[config.mk]
export PLATFORM = sky130hd
export DESIGN_NAME = alpha_mask_table_remap_unit
export DESIGN_NICKNAME = d
export VERILOG_FILES = /design/src/hdl/amtr_pkg.sv /design/src/hdl/amtr_scale.sv /design/src/hdl/alpha_mask_table_remap_unit.sv
export VERILOG_INCLUDE_DIRS = /design/src /design/src/hdl
export SDC_FILE = /design/constraint.sdc
export NUM_CORES = 2
export LEC_CHECK = 0
export ABC_CLOCK_PERIOD_IN_PS = 4600
export BUFFER_PORTS_ARGS = -buffer_cell sky130_fd_sc_hd__buf_2
export CAP_MARGIN = 30
export CORE_MARGIN = 3
export CORE_UTILIZATION = 35
export CTS_BUF_LIST = sky130_fd_sc_hd__clkbuf_8 sky130_fd_sc_hd__clkbuf_16
export CTS_CLUSTER_SIZE = 12
export DETAILED_ROUTE_END_ITERATION = 8
export SLEW_MARGIN = 20
export SYNTH_ARGS = -nofsm -noshare
export SYNTH_HDL_FRONTEND = slang
export SYNTH_SLANG_ARGS = --single-unit
[constraint.sdc]
create_clock -name clk -period 4.6 [get_ports clk]
set_input_delay 0.46 -clock clk [delete_from_list [all_inputs] [get_ports clk]]
set_output_delay 0.46 -clock clk [all_outputs]
set_load 0.005 [all_outputs]
[src/hdl/assert_macros.svh]
// assertion macros shared by the alpha mask remap rtl
// expects clk and rst in the scope of each use
`ifndef ASSERT_MACROS_SVH
`define ASSERT_MACROS_SVH

// same-cycle implication, off during reset
`define AMTR_ASSERT_IMP(lbl, ante, cons) \
  lbl: assert property (@(posedge clk) disable iff (rst) (ante) |-> (cons)) \
    else $error("amtr assertion failed");

// next-cycle implication, off during reset
`define AMTR_ASSERT_NXT(lbl, ante, cons) \
  lbl: assert property (@(posedge clk) disable iff (rst) (ante) |=> (cons)) \
    else $error("amtr assertion failed");

`endif

[src/hdl/amtr_pkg.sv]
// shared types and constants of the alpha mask remap unit
// no dependencies
`default_nettype none
package amtr_pkg;

  localparam int MAX_WIDTH_DEF = 4096;
  localparam int TABLE_DEPTH   = 256;
  localparam int TBL_AW        = $clog2(TABLE_DEPTH);

  // 16.16 ramp numerator, 65536 * 255
  localparam int SCALE_W = 24;
  localparam logic [SCALE_W-1:0] SCALE_NUM = SCALE_W'(65536 * 255);

  localparam int ROW_W   = 13;
  localparam int ADDR_W  = 4;
  localparam int DATA_W  = 32;

  localparam logic MODE_TABLE = 1'b0;
  localparam logic MODE_CLIP  = 1'b1;

  typedef enum logic {
    CMD_PIXEL = 1'b0,
    CMD_WRITE = 1'b1
  } cmd_t;

  typedef enum logic [1:0] {
    REG_MODE      = 2'd0,
    REG_CLIP_LOW  = 2'd1,
    REG_CLIP_HIGH = 2'd2,
    REG_ROW_WIDTH = 2'd3
  } reg_idx_t;

  typedef struct packed {
    logic               busy;
    logic [SCALE_W-1:0] scale;
  } scale_stat_t;

endpackage
`default_nettype wire

[src/hdl/amtr_scale.sv]
// iterative divider for the clip ramp scale, one quotient bit per cycle
// depends on amtr_pkg and assert_macros.svh
`default_nettype none
`include "assert_macros.svh"
module amtr_scale
  import amtr_pkg::*;
(
  input  wire logic        clk,
  input  wire logic        rst,
  input  wire logic        start,
  input  wire logic [7:0]  divisor,
  output scale_stat_t      stat
);

  localparam int CNT_W = $clog2(SCALE_W + 1);

  logic               busy;
  logic [CNT_W-1:0]   cnt;
  logic [7:0]         dreg;
  logic [7:0]         rem;
  logic [SCALE_W-1:0] q;

  logic [8:0] rem_sh;
  logic       fits;

  // restoring step: shift in the next dividend bit from the top of q
  assign rem_sh = {rem, q[SCALE_W-1]};
  assign fits   = rem_sh >= {1'b0, dreg};

  always_ff @(posedge clk) begin
    if (rst) begin
      busy <= 1'b0;
      cnt  <= '0;
    end else if (start) begin
      busy <= 1'b1;
      cnt  <= CNT_W'(SCALE_W);
    end else if (busy) begin
      cnt  <= cnt - 1'b1;
      busy <= cnt != CNT_W'(1);
    end
  end

  always_ff @(posedge clk) begin
    if (start) begin
      dreg <= divisor;
      rem  <= '0;
      q    <= SCALE_NUM;
    end else if (busy) begin
      rem <= fits ? 8'(rem_sh - {1'b0, dreg}) : rem_sh[7:0];
      q   <= {q[SCALE_W-2:0], fits};
    end
  end

  assign stat.busy  = busy;
  assign stat.scale = q;

  // smallest possible scale is 65536, so a finished quotient is never zero
  `AMTR_ASSERT_IMP(a_scale_nonzero, $fell(busy), q != '0)

endmodule
`default_nettype wire

[src/hdl/alpha_mask_table_remap_unit.sv]
// path: an accepted pixel is registered in stage 1, then in stage 2, then in the
// output register; throughput: one request per cycle while result_stall is low;
// a row end holds the input while padding bytes leave the output register
// reset: control cleared, table reads as identity through per-entry valid bits;
// after reset and after each clip_low/clip_high write the input stalls while
// the ramp scale is divided out one bit per cycle
`default_nettype none
`include "assert_macros.svh"
module alpha_mask_table_remap_unit
  import amtr_pkg::*;
#(
  parameter int MAX_WIDTH = MAX_WIDTH_DEF
) (
  input  wire logic              clk,
  input  wire logic              rst,
  // request channel
  input  wire logic              pixel_valid,
  output logic                   pixel_stall,
  input  wire logic              command,
  input  wire logic [7:0]        alpha_in,
  input  wire logic [7:0]        entry_index,
  input  wire logic [7:0]        entry_value,
  // result channel
  output logic                   result_valid,
  input  wire logic              result_stall,
  output logic [7:0]             alpha_out,
  output logic                   is_padding,
  output logic                   row_last,
  // configuration
  input  wire logic              psel,
  input  wire logic              penable,
  input  wire logic              pwrite,
  input  wire logic [ADDR_W-1:0] paddr,
  input  wire logic [DATA_W-1:0] pwdata,
  output logic [DATA_W-1:0]      prdata,
  output logic                   pready
);

  localparam int CW = (MAX_WIDTH > 1) ? $clog2(MAX_WIDTH) : 1;

  // configuration registers
  logic            mode;
  logic [7:0]      clip_low;
  logic [7:0]      clip_high;
  logic [ROW_W-1:0] row_width;
  logic            scale_dirty;

  logic     cfg_wr;
  reg_idx_t cfg_idx;
  logic     clip_wr;

  assign pready  = 1'b1;
  assign cfg_wr  = psel && penable && pwrite && pready;
  assign cfg_idx = reg_idx_t'(paddr[3:2]);
  assign clip_wr = cfg_wr && (cfg_idx == REG_CLIP_LOW || cfg_idx == REG_CLIP_HIGH);

  always_ff @(posedge clk) begin
    if (rst) begin
      mode        <= MODE_TABLE;
      clip_low    <= 8'd0;
      clip_high   <= 8'd255;
      row_width   <= ROW_W'(1);
      scale_dirty <= 1'b1;
    end else begin
      scale_dirty <= clip_wr;
      if (cfg_wr) begin
        unique case (cfg_idx)
          REG_MODE:      mode      <= pwdata[0];
          REG_CLIP_LOW:  clip_low  <= pwdata[7:0];
          REG_CLIP_HIGH: clip_high <= pwdata[7:0];
          REG_ROW_WIDTH: row_width <= pwdata[ROW_W-1:0];
          default: ;
        endcase
      end
    end
  end

  always_comb begin
    unique case (cfg_idx)
      REG_MODE:      prdata = DATA_W'(mode);
      REG_CLIP_LOW:  prdata = DATA_W'(clip_low);
      REG_CLIP_HIGH: prdata = DATA_W'(clip_high);
      REG_ROW_WIDTH: prdata = DATA_W'(row_width);
      default:       prdata = '0;
    endcase
  end

  // cleaned ramp bounds
  logic [7:0] hi_c, lo_c, span;
  assign hi_c = (clip_high == 8'd0) ? 8'd1 : clip_high;
  assign lo_c = (clip_low >= hi_c) ? 8'(hi_c - 8'd1) : clip_low;
  assign span = 8'(hi_c - lo_c);

  scale_stat_t scale_st;

  amtr_scale u_scale (
    .clk     (clk),
    .rst     (rst),
    .start   (scale_dirty),
    .divisor (span),
    .stat    (scale_st)
  );

  // pipeline control
  logic       s1_valid, s2_valid;
  logic [1:0] pad_left;
  logic       adv_out, s2_free, s1_free;
  logic       acc, pix_acc, wr_acc;

  assign adv_out     = !result_valid || !result_stall;
  assign s2_free     = !s2_valid || (adv_out && pad_left == 2'd0);
  assign s1_free     = !s1_valid || s2_free;
  assign pixel_stall = !s1_free || scale_dirty || scale_st.busy;
  assign acc         = pixel_valid && !pixel_stall;
  assign pix_acc     = acc && (command == CMD_PIXEL);
  assign wr_acc      = acc && (command == CMD_WRITE);

  // row position
  logic [CW-1:0] column_count;
  logic [31:0]   eff_w;
  logic          row_end;
  logic [1:0]    pad_n;

  always_comb begin
    if (row_width == '0) begin
      eff_w = 32'd1;
    end else if (32'(row_width) > 32'(MAX_WIDTH)) begin
      eff_w = 32'(MAX_WIDTH);
    end else begin
      eff_w = 32'(row_width);
    end
  end

  assign row_end = !((32'(column_count) + 32'd1) < eff_w);
  assign pad_n   = 2'(2'd0 - eff_w[1:0]);

  always_ff @(posedge clk) begin
    if (rst) begin
      column_count <= '0;
    end else if (pix_acc) begin
      column_count <= row_end ? '0 : CW'(column_count + 1'b1);
    end
  end

  // remap table, entries never written read as identity
  logic [7:0]             tbl_mem [TABLE_DEPTH];
  logic [TABLE_DEPTH-1:0] tbl_vld;

  always_ff @(posedge clk) begin
    if (rst) begin
      tbl_vld <= '0;
    end else if (wr_acc) begin
      tbl_vld[entry_index] <= 1'b1;
    end
  end

  // stage 1: table read and ramp offset
  logic [7:0] s1_rd, s1_alpha, s1_diff;
  logic       s1_hit, s1_le, s1_ge, s1_mode, s1_end;
  logic [1:0] s1_pad;

  always_ff @(posedge clk) begin
    if (wr_acc) begin
      tbl_mem[entry_index] <= entry_value;
    end
    if (pix_acc) begin
      s1_rd    <= tbl_mem[alpha_in];
      s1_hit   <= tbl_vld[alpha_in];
      s1_alpha <= alpha_in;
      s1_diff  <= 8'(alpha_in - lo_c);
      s1_le    <= alpha_in <= lo_c;
      s1_ge    <= alpha_in >= hi_c;
      s1_mode  <= mode;
      s1_end   <= row_end;
      s1_pad   <= pad_n;
    end
  end

  // stage 2: ramp product and table value select
  logic [31:0] s2_prod;
  logic [7:0]  s2_tval;
  logic        s2_le, s2_ge, s2_mode, s2_end;
  logic [1:0]  s2_pad;

  always_ff @(posedge clk) begin
    if (s1_valid && s2_free) begin
      s2_prod <= {8'd0, scale_st.scale} * {24'd0, s1_diff};
      s2_tval <= s1_hit ? s1_rd : s1_alpha;
      s2_le   <= s1_le;
      s2_ge   <= s1_ge;
      s2_mode <= s1_mode;
      s2_end  <= s1_end;
      s2_pad  <= s1_pad;
    end
  end

  logic [31:0] rounded;
  logic [7:0]  s2_val;
  assign rounded = s2_prod + 32'd32768;

  always_comb begin
    if (s2_mode == MODE_TABLE) begin
      s2_val = s2_tval;
    end else if (s2_le) begin
      s2_val = 8'd0;
    end else if (s2_ge) begin
      s2_val = 8'd255;
    end else begin
      s2_val = rounded[23:16];
    end
  end

  always_ff @(posedge clk) begin
    if (rst) begin
      s1_valid     <= 1'b0;
      s2_valid     <= 1'b0;
      result_valid <= 1'b0;
      pad_left     <= 2'd0;
    end else begin
      if (pix_acc) begin
        s1_valid <= 1'b1;
      end else if (s2_free) begin
        s1_valid <= 1'b0;
      end
      if (s2_free) begin
        s2_valid <= s1_valid;
      end
      if (adv_out) begin
        if (pad_left != 2'd0) begin
          result_valid <= 1'b1;
          pad_left     <= pad_left - 2'd1;
        end else if (s2_valid) begin
          result_valid <= 1'b1;
          pad_left     <= s2_end ? s2_pad : 2'd0;
        end else begin
          result_valid <= 1'b0;
        end
      end
    end
  end

  // output register payload
  always_ff @(posedge clk) begin
    if (adv_out) begin
      if (pad_left != 2'd0) begin
        alpha_out  <= 8'd0;
        is_padding <= 1'b1;
        row_last   <= pad_left == 2'd1;
      end else if (s2_valid) begin
        alpha_out  <= s2_val;
        is_padding <= 1'b0;
        row_last   <= s2_end && (s2_pad == 2'd0);
      end
    end
  end

  `AMTR_ASSERT_IMP(a_pad_needs_valid, pad_left != 2'd0, result_valid)
  `AMTR_ASSERT_IMP(a_pad_is_zero, result_valid && is_padding, alpha_out == 8'd0)
  `AMTR_ASSERT_NXT(a_pad_follows, result_valid && !result_stall && pad_left != 2'd0,
                   result_valid && is_padding)
  `AMTR_ASSERT_IMP(a_no_accept_in_divide, pixel_valid && !pixel_stall,
                   !scale_st.busy && !scale_dirty)

endmodule
`default_nettype wire

==> flow_metrics.tcl <==
set metrics [dict create \
    status "finished with violations" \
    violations "setup timing" \
    die_w_um 540.1 \
    ys_types 64 \
    overflow 0 \
    core.rowCount 195 \
    synth_ff_type "edfxtp_1" \
    cts-root-buf "clkbuf_16" \
    remaining_drc_errors 0 \
    ys_seq_area_share_pct 70.61 \
    num-fill-cells 25092 \
    yosys-top-cells-count "edfxtp_1, nor2_1, mux4_2" \
    track_usage_pct 16.88 \
    crit_arrival_ps 5350 \
    core_sq_um 283000 \
    cp.required_ps 5220 \
    pre_cts_ws_ps -359.5 \
    fin_cells 10216 \
    synth.most_common_cell "edfxtp_1" \
    power_density_nw_per_um2 402.5 \
    drt-initial-drc-count 5866 \
    via_per_inst 5.311 \
    clock.fmax_ghz 0.2112 \
    p_total_mw 46.89 \
    async_flop_share_pct 0 \
    synth_cells 5751 \
    ios 113 \
    tritoncts "yes" \
    reg2reg_slack_ps -140 \
    ys_top_cells_by_area "edfxtp_1, mux4_2, dfxtp_1, nor2_1, fa_1" \
    worst_slack_ps -135.5 \
    die-area_sq_um 291700 \
    whs_ps 109.4 \
    start_util_pct 35.28 \
    synth_top_area_share_pct 63.76 \
    setup_viol_count_final 5 \
    drt-pass1-iter-count 6 \
    worstMarginPinSlew_ps 1152 \
    num_vias 54262 \
    final_antenna_net_count 0 \
    crit_path_start_kind "register" \
    clock_sinks 2462 \
    clock_latency_ps 840 \
    wl_per_cell_um 24.60 \
    hold_viol 0 \
    ir_worst_vdd_uv 236.8 \
    cp-end-kind "register" \
    clock_path_buffers 4 \
    die_y_um 540.1 \
    first_global_vias 54755 \
    syn_area_sq_um 99850 \
    synth_edf_count 2120 \
    dp_hpwl_um 154600 \
    synth_area_leader_cell "edfxtp_1" \
    dp.cells 9708 \
    cp_max_fo 6 \
    place.gp.congestion 0.8293 \
    hp-class "input port to register" \
    antenna_found_initial 17 \
    ys_seq_elements 2462 \
    portBuffers 71 \
    drive_gt1_share_pct 24.43 \
    synth.avg_cell_area_sq_um 17.36 \
    crit_type "register to register" \
    nNetsFinal 6538 \
    period_share_pct 102.9 \
    drv_cap 0 \
    finalClockSkew_ps 59.37 \
    cts_buffers 268 \
    grt_max_degree 153 \
    leakage_nw 39.34 \
    slew_viol_final 0 \
    max_slew_margin_pct 23.18 \
    yosys_warnings 0 \
    period_needed_ps 4736 \
    wirelength_um 251400 \
    h-tree-depth 5 \
    grt_pass1_wl_um 371500 \
    clkTransAtPathRegs_ps 60 \
    grt_setup_unrepaired "yes" \
    syn_to_final_growth_pct 16.69 \
]
[power by group]
group,switching [mW],total (mW),internal [mW]
Sequential,0.0294,24.3,24.3
Combinational,1.65,2.62,0.979
Clock,8.51,20.0,11.5
[placed cells by master, fill, tap and decap left out, drive strengths merged, types with 110 or more instances in the layout]
cell type,synthesis,routed
nand2,200,200
buf,125,568
a22oi,171,171
dfxtp,342,342
inv,150,277
and2,132,132
mux4,576,576
clkbuf,228,301
nor2,846,846
edfxtp,2120,2120
fa,110,110
[what timing repair did]
action,in CTS,in global routing
endpoints found under the setup margin,8,16
pin swaps,20,33
endpoints found under the hold margin,31,0
cloned,2,0
gates resized for setup,38,48
hold buffers,14,0
setup buffers,6,11
[through the flow]
stage	area [sq um]	setup TNS, ps	utilization, %
global placement	107600	-1220	38.03
CTS	116200	-439.2	41.07
floorplan	99980	-13.94	-
detailed placement	107700	-1726	38.05
finish	116500	-373.7	41.17
global route	116500	-1497	41.17
[final timing paths]
check	startpoint	to	cells past startpoint
setup / recovery	s1_diff[3]$_DFFE_PP_	s2_prod[22]$_DFFE_PP_	17
hold / removal	pixel_valid	s1_valid$_SDFFE_PP0P_	3
setup reg to reg	s1_diff[3]$_DFFE_PP_	s2_prod[22]$_DFFE_PP_	17
hold reg to reg	s1_pad[0]$_DFFE_PP_	s2_pad[0]$_DFFE_PP_	0
[flip-flops by register name, indices dropped and copies added, names as in the netlist, 2 cells and up]
name and count:
alpha_out 8, clip_high 8, clip_low 8, column_count 12, pad_left 2, row_width 13, s1_alpha 8, s1_diff 8
s1_pad 2, s1_rd 8, s2_pad 2, s2_prod 9, s2_tval 8, tbl_mem 2048, tbl_vld 256, u_scale.cnt 5
u_scale.dreg 8, u_scale.q 24, u_scale.rem 8
[critical path, stage by stage (launching register included)]
cell	delay, ps
edfxtp_1	400
buf_6	160
buf_8	130
and2_4	150
fa_1	520
fa_1	440
fa_1	500
inv_1	50
fa_1	490
inv_2	50
ha_4	210
a21o_1	170
a21o_1	180
a31o_2	260
a41oi_4	210
a21oi_2	100
or4_4	420
o311ai_2	90
[kinds of logic (layout without fill, tap and decap cells)]
logic type | after synthesis | count (layout) | share of synthesized area, %
AO/OA/AOI/OAI | 591 | 591 | 4.374
XOR/XNOR | 59 | 59 | 0.5175
adder cells (fa/ha/maj) | 200 | 200 | 3.333
buffers and inverters | 503 | 1205 | 2.144
flip-flops | 2462 | 2462 | 70.61
multiplexers | 619 | 619 | 13.43
other | 2 | 22 | 0.007521
AND/OR/NAND/NOR | 1315 | 1315 | 5.577
[area by class of cell]
type / instances / area (sq um) / area share [%]
diodes: 2 / 5.005 / 0.004295
clock buffers: 300 / 7226 / 6.201
repair buffers: 584 / 4935 / 4.235
clock inverters: 171 / 922.1 / 0.7914
multi-input cells: 2804 / 27680 / 23.75
flip-flops and latches: 2462 / 70510 / 60.51
inverters: 150 / 563.0 / 0.4832
well taps: 3743 / 4683 / 4.019
[routing by layer]
layer  wire length (um)  vias up  global-route usage [%]
li1                   -    23392                       -
met1             106300    28393                   23.88
met2             119000     2045                   26.75
met3              17940      428                   2.811
met4               8030        4                   5.196
met5                 27        -                       0
No activity file was read; power rests on OpenSTA's default activity.
